$ cat src/rtl/mseu_pkg.sv
`timescale 1ns / 1ps
`default_nettype none

package mseu_pkg;

  // Operation codes carried on the func field.
  typedef enum logic [4:0] {
    OP_ADD  = 5'd0,
    OP_ADDI = 5'd1,
    OP_AND  = 5'd2,
    OP_BEQ  = 5'd3,
    OP_BGTZ = 5'd4,
    OP_BLEZ = 5'd5,
    OP_BNE  = 5'd6,
    OP_DIV  = 5'd7,
    OP_J    = 5'd8,
    OP_JAL  = 5'd9,
    OP_JR   = 5'd10,
    OP_LUI  = 5'd11,
    OP_LW   = 5'd12,
    OP_MFHI = 5'd13,
    OP_MULT = 5'd14,
    OP_MFLO = 5'd15,
    OP_OR   = 5'd16,
    OP_SLL  = 5'd17,
    OP_ROTR = 5'd18,
    OP_SRL  = 5'd19,
    OP_SLT  = 5'd20,
    OP_SW   = 5'd21,
    OP_SUB  = 5'd22,
    OP_XOR  = 5'd23
  } op_t;

  typedef enum logic [1:0] {
    STAT_OK    = 2'd0,
    STAT_DIV0  = 2'd1,
    STAT_ADDR  = 2'd2,
    STAT_BADOP = 2'd3
  } status_t;

  typedef enum logic [2:0] {
    ST_CLEAR,
    ST_IDLE,
    ST_RDAB,
    ST_RDD,
    ST_EXEC,
    ST_MEMRD,
    ST_DIV,
    ST_DONE
  } state_t;

  localparam int unsigned WORD_BITS = 32;

endpackage

`default_nettype wire

$ cat src/rtl/mseu_div.sv
`timescale 1ns / 1ps
`default_nettype none

// Signed truncating divider, one quotient bit per cycle on the magnitudes.
module mseu_div
  import mseu_pkg::*;
(
  input  wire logic                 clk,
  input  wire logic                 rst_n,
  input  wire logic                 start,
  input  wire logic [WORD_BITS-1:0] dividend,
  input  wire logic [WORD_BITS-1:0] divisor,
  output logic                      done,
  output logic [WORD_BITS-1:0]      quotient,
  output logic [WORD_BITS-1:0]      remainder
);

  localparam int unsigned CW = $clog2(WORD_BITS);

  logic                 busy_r;
  logic                 done_r;
  logic [CW-1:0]        cnt_r;
  logic [WORD_BITS-1:0] rem_r;
  logic [WORD_BITS-1:0] quo_r;
  logic [WORD_BITS-1:0] dvs_r;
  logic                 negq_r;
  logic                 negr_r;
  logic [WORD_BITS:0]   rem_sh;
  logic [WORD_BITS:0]   diff;

  assign rem_sh = {rem_r, quo_r[WORD_BITS-1]};
  assign diff   = rem_sh - {1'b0, dvs_r};

  always_ff @(posedge clk) begin
    if (!rst_n) begin
      busy_r <= 1'b0;
      done_r <= 1'b0;
      cnt_r  <= '0;
    end else begin
      done_r <= 1'b0;
      if (start) begin
        busy_r <= 1'b1;
        cnt_r  <= '0;
      end else if (busy_r) begin
        cnt_r <= cnt_r + 1'b1;
        if (cnt_r == CW'(WORD_BITS - 1)) begin
          busy_r <= 1'b0;
          done_r <= 1'b1;
        end
      end
    end
  end

  always_ff @(posedge clk) begin
    if (start) begin
      rem_r  <= '0;
      quo_r  <= dividend[WORD_BITS-1] ? -dividend : dividend;
      dvs_r  <= divisor[WORD_BITS-1] ? -divisor : divisor;
      negq_r <= dividend[WORD_BITS-1] ^ divisor[WORD_BITS-1];
      negr_r <= dividend[WORD_BITS-1];
    end else if (busy_r) begin
      if (!diff[WORD_BITS]) begin
        rem_r <= diff[WORD_BITS-1:0];
        quo_r <= {quo_r[WORD_BITS-2:0], 1'b1};
      end else begin
        rem_r <= rem_sh[WORD_BITS-1:0];
        quo_r <= {quo_r[WORD_BITS-2:0], 1'b0};
      end
    end
  end

  assign done      = done_r;
  assign quotient  = negq_r ? -quo_r : quo_r;
  assign remainder = negr_r ? -rem_r : rem_r;

endmodule

`default_nettype wire

$ cat config.mk
export PLATFORM = sky130hd
export DESIGN_NAME = mseu_div
export DESIGN_NICKNAME = d
export VERILOG_FILES = /design/src/rtl/mseu_pkg.sv /design/src/rtl/mseu_div.sv
export SDC_FILE = /design/constraint.sdc
export NUM_CORES = 1
export LEC_CHECK = 0
export BUFFER_PORTS_ARGS = -buffer_cell sky130_fd_sc_hd__buf_4
export CORE_ASPECT_RATIO = 0.6
export CORE_MARGIN = 5
export CORE_UTILIZATION = 58
export DETAILED_ROUTE_END_ITERATION = 6
export PLACE_DENSITY = 0.82
export SYNTH_ARGS = -nofsm -noshare
export SYNTH_HDL_FRONTEND = slang
export SYNTH_SLANG_ARGS = --single-unit
$ cat constraint.sdc
create_clock -name clk -period 4.3 [get_ports clk]
set_input_delay 0.43 -clock clk [delete_from_list [all_inputs] [get_ports clk]]
set_output_delay 0.43 -clock clk [all_outputs]
set_load 0.005 [all_outputs]
After elaboration in Yosys (flattened, before gate mapping)
Cells that the tools add are included.
Widths: inputs -> output; s select.
{"block": "classes", "n_addsub": 6, "eq_ne": 1, "muxes": 12, "bitwise": 3, "reduce_logical": 3}
{"cell": "$mux 32", "count": 6}
{"cell": "$neg 32->32", "count": 4}
{"cell": "$sub 33x32->33", "count": 1}
{"cell": "$mux 31", "count": 1}
{"cell": "$add 5x1->5 const B", "count": 1}
{"cell": "$eq 5x5->1 const B", "count": 1}
{"cell": "$mux 1", "count": 5}
{"cell": "$reduce_or 3->1", "count": 1}
{"cell": "$not 1->1", "count": 2}
{"cell": "$reduce_bool 2->1", "count": 1}
{"cell": "$reduce_or 2->1", "count": 1}
{"cell": "$xor 1x1->1", "count": 1}
{"block": "totals", "register_bits": 105, "output_inout_bits": 65, "wordCells": 34}

Longest topological paths before layout
{"block": "logic_depth", "ltp_word": 4, "ltp_mapped": 14, "mapped_depth_nobuf": 12}

Least setup slack after synthesis
No wires, ideal clock.
{"block": "synth_path", "path_type": "reg-to-output", "from": "reg quo_r[0]", "to": "out quotient[30]", "arrival_time_ns": 2.861, "path_slack_ns": 1.009, "stages_incl_launch_ff": 11, "n_path_buf": 0, "cell_sequence": "edfxtp_1 > inv_1 > ha_1 > nand3b_1 > or2_1 > or3_4 > or4_4 > or3_4 > or3_4 > o31ai_4 > xnor2_1"}
{"block": "synth_between", "elab_chain_len": 2}
{"item": "start, declared", "line": "mseu_div.sv:24", "source": "logic [WORD_BITS-1:0] quo_r;"}
{"item": "start signal, assigned", "line": "mseu_div.sv:57", "source": "quo_r <= dividend[WORD_BITS-1] ? -dividend : dividend;"}
{"item": "start signal, assigned", "line": "mseu_div.sv:64", "source": "quo_r <= {quo_r[WORD_BITS-2:0], 1'b1};"}
{"item": "start signal, assigned", "line": "mseu_div.sv:67", "source": "quo_r <= {quo_r[WORD_BITS-2:0], 1'b0};"}
{"item": "$neg 32->32", "line": "mseu_div.sv:73", "source": "assign quotient = negq_r ? -quo_r : quo_r;"}
{"item": "$mux 32", "line": "mseu_div.sv:73"}
{"item": "end, declared", "line": "mseu_div.sv:14", "source": "output logic [WORD_BITS-1:0] quotient,"}
Every way passes these cells.

Final worst setup path
{"block": "layout_path", "from": "reg quo_r[3]", "to": "out quotient[31]"}
Same word-level chain as after synthesis.

==> qor.csv <==
stage,metric,value,unit
floorplanning,IO Pins,132,
sta,Setup Viol. Count Final,0,
drt,Avg WL per Cell,16.9,um
pwr,part of the power in registers,0.402,
sta,worst rel slew slack,0.271,
logic_synthesis,syn_nets,1044,
pwr,VDD IR max,0.000215,V
sta,clock skew,0.00968,ns
floorplanning,Initial Utilization,0.597,
sta,fin. max-slew vios,0,
grt,GR Layer Usage met3,0.0403,
grt,total gr overflow,0,
sta,Fin. Hold Viols,0,
run_status,status,completed,
grt,largest net degree at the start of global routing,63,
drt,initial DRC count,736,
pwr,LEAKAGE,3.85,nW
flow_run,max-cap viol count,0,
logic_synthesis,Synth Instances,938,
finish,Layout Nets,1151,
sta,Setup TNS,0,ns
critical_path,slowest CP cell,or4_1,
grt,GR met2 Demand/Resource,0.346,
clocking,Max Root-Sink Buffers,2,
grt,number of global-route vias before repair,6562,
logic_synthesis,cell taking the most area after synthesis,edfxtp_1,
grt,GR Util All Layers,0.245,
placement,Place WS,0.574,ns
logic_synthesis,most common cell in the netlist,xnor2_1,
logic_synthesis,async set-or-reset flop fraction in the synthesized netlist,0,
pwr,sw power,1.10,mW
floorplanning,Die Width,164,um
drt,via count,7344,
critical_path,critical path required time,3.87,ns
sta,period utilisation layout,0.945,
logic_synthesis,number of synthesized flops with an enable pin,66,
critical_path,Critical path buffers and inverters,1,
clocking,Worst-path clk slew,0.07,ns
pwr,switching share of total power,0.337,
critical_path,CP most frequent cell,or3_1,
floorplanning,die height,102,um
finish,Area Overhead vs Synth,16.8,%
clocking,Post-CTS Setup Bufs,0,
grt,met1 usage,0.393,
sta,worst slew pin tran,1.09,ns
sta,final worst path period need,4.06,ns
floorplanning,DIE AREA,16800,sq um
floorplanning,Core Region,13800,sq um
finish,Antenna diodes,0,
critical_path,largest stage delay on the critical path,0.53,ns
sta,RSZ-0062 raised after global routing,false,
drt,Initial DRT Pass Iterations,5,
clocking,clock root buffer,clkbuf_16,
drt,vias per inst,5.91,
sta,Max Freq,0.246,GHz
clocking,CTS buffer count,9,
grt,antenna violations before repair,0,
worst_hold_path,HP Start,rst_n,
pwr,PwrDens,340,nW/um^2
pwr,internal power,2.17,mW
grt,GRT Max-Usage Layer,met1,
logic_synthesis,"Cell Area, Synth",8230,sq um
logic_synthesis,#FFs+latches synth,105,
sta,Setup WS post-layout,0.237,ns
logic_synthesis,share of the synthesized area in the top cell type,0.241,
floorplanning,Std-Cell Rows,33,
worst_hold_path,min-delay worst type,in2reg,
critical_path,CP Class,reg2out,
placement,PortBufs,131,
critical_path,Crit. End Element,primary output,
finish,Layout Utilization,0.697,
logic_synthesis,Netlist cell types,64,
clocking,# hold bufs at CTS,0,
critical_path,Worst Setup SP,quo_r[3]$_DFFE_PP_,
grt,global-route wire length before repair,33400,um
logic_synthesis,ys flop type,edfxtp_1,
finish,filler cell count,1148,
placement,GPL Wtd Cong,0.954,
critical_path,Crit Path Max Fanout,4,
clocking,clock tree sinks,105,
pwr,Clk pwr share,0.242,
clocking,CTS tree,built,
logic_synthesis,Post-synth top cells,"xnor2_1 (107), nand2_1 (81), nor2_1 (80), a21oi_1 (71), edfxtp_1 (66)",
logic_synthesis,syn_area_per_cell,8.78,sq um
drt,final WL,21000,um
clocking,post-CTS resize count,0,
clocking,# H-tree levels,3,
clocking,clock latency on the worst-skew pair,0.35,ns
critical_path,Arrival @ worst endpoint,3.63,ns
critical_path,Startpoint Class,flop,
logic_synthesis,post-synthesis sequential area ratio,0.336,
drt,post-route DRC violation count,0,
critical_path,cells along the critical path,nor3_2 > nand3_1 > or3_1 > or3_1 > or4_1 > or3_1 > o21ai_1 > nand2_1 > xnor2_1 > buf_4,
finish,share of post-route cells with drive strength above 1,0.168,
logic_synthesis,top post-synthesis cells by area,"edfxtp_1 (24%), xnor2_1 (11%), dfxtp_1 (9.5%)",
placement,hpwl dp,16100,um
drt,Final ANT Viol Nets,0,
critical_path,worst r2r src,quo_r[31]$_DFFE_PP_,
logic_synthesis,Yosys Warn Count,0,
pwr,Comb power frac,0.356,
critical_path,"CP delay by family, top",simple AND/OR/NAND/NOR gates,
[logic make-up after synthesis]
kind of cell	Yosys count	share of synthesized area
AND/OR/NAND/NOR	281	0.175
AO/OA/AOI/OAI	247	0.194
XOR/XNOR	150	0.160
flip-flops	105	0.336
buffers and inverters	89	0.0421
adder cells (fa/ha/maj)	39	0.0602
multiplexers	27	0.0333
[worst paths after layout]
kind	endpoint	slack [ns]	cells after the start
max	quotient[31]	0.24	10
min	busy_r$_SDFF_PN0_	0.32	2
min reg2reg	cnt_r[4]$_SDFFE_PP0P_	0.52	2
max reg2reg	rem_r[18]$_SDFFE_PP0P_	0.54	13
[placed cells by master, fill, tap and decap left out, drive strengths merged, types with 4 or more instances in the layout]
master,instances
buf,136
xnor2,107
nand2,81
nor2,80
a21oi,71
edfxtp,66
o21ai,60
inv,51
xor2,43
dfxtp,39
ha,38
o31ai,34
or3,28
mux2i,24
a211oi,23
or4,18
o41ai,14
nand3,12
nand2b,12
a21o,10
clkbuf,10
nor2b,9
nor3,9
nor4,8
nand4,7
a31oi,7
nand3b,6
o211ai,4
[state kept, by name (all words and copies together) (netlist names)]
| register | flops |
|---|---|
| cnt_r | 5 |
| quo_r | 32 |
| busy_r | 1 |
| negr_r | 1 |
| negq_r | 1 |
| rem_r | 32 |
| done | 1 |
| dvs_r | 32 |
[worst reg2reg max path, stage by stage, from the launching register on]
cell	delay, ns
edfxtp_1	0.33
inv_1	0.07
ha_1	0.24
fa_1	0.38
nand2b_1	0.22
a21oi_1	0.26
o211ai_1	0.18
a31o_2	0.30
a31oi_1	0.20
or4_1	0.16
and2_2	0.58
buf_4	0.36
mux2i_1	0.23
a211oi_1	0.09
[area by class of cell]
type | count | area, sq um | share of cell area
clock buffer | 10 | 239 | 0.0249
clock inverter | 6 | 41.3 | 0.00430
inverter | 49 | 184 | 0.0191
multi-input combinational | 744 | 5120 | 0.533
sequential | 105 | 2760 | 0.288
tap | 192 | 240 | 0.0250
timing repair buffer | 136 | 1020 | 0.106
[power groups by stage]
stage | logic [mW] | clock network (mW) | registers (mW)
6_report | 1.16 | 0.791 | 1.31
5_1_grt | 1.28 | 0.835 | 1.33
4_1_cts | 1.16 | 0.803 | 1.31
3_5_place_dp | 1.15 | 0 | 1.33
3_3_place_gp | 1.13 | 0 | 1.32
2_1_floorplan | 0.747 | 0 | 1.28
[metal layers]
metal | vias up | wire, um | share of wire
li1 | 3613 | - | -
met1 | 3430 | 10600 | 0.51
met2 | 270 | 8580 | 0.41
met3 | 31 | 1480 | 0.071
met4 | 0 | 308 | 0.015
met5 | - | 0 | 0
[through the flow]
| step | hold WS [ns] | cells | power (mW) | area [sq um] |
|---|---|---|---|---|
| after detailed placement | 0.499 | 1226 | 2.48 | 9330 |
| after floorplan | 0.467 | 938 | 2.03 | 8230 |
| final | 0.319 | 1242 | 3.26 | 9610 |
| after global routing | 0.319 | 1242 | 3.44 | 9610 |
| after global placement | 0.485 | 1226 | 2.46 | 9330 |
| after CTS | 0.304 | 1242 | 3.27 | 9610 |
Note: power is estimated with default switching activity, not from simulation.
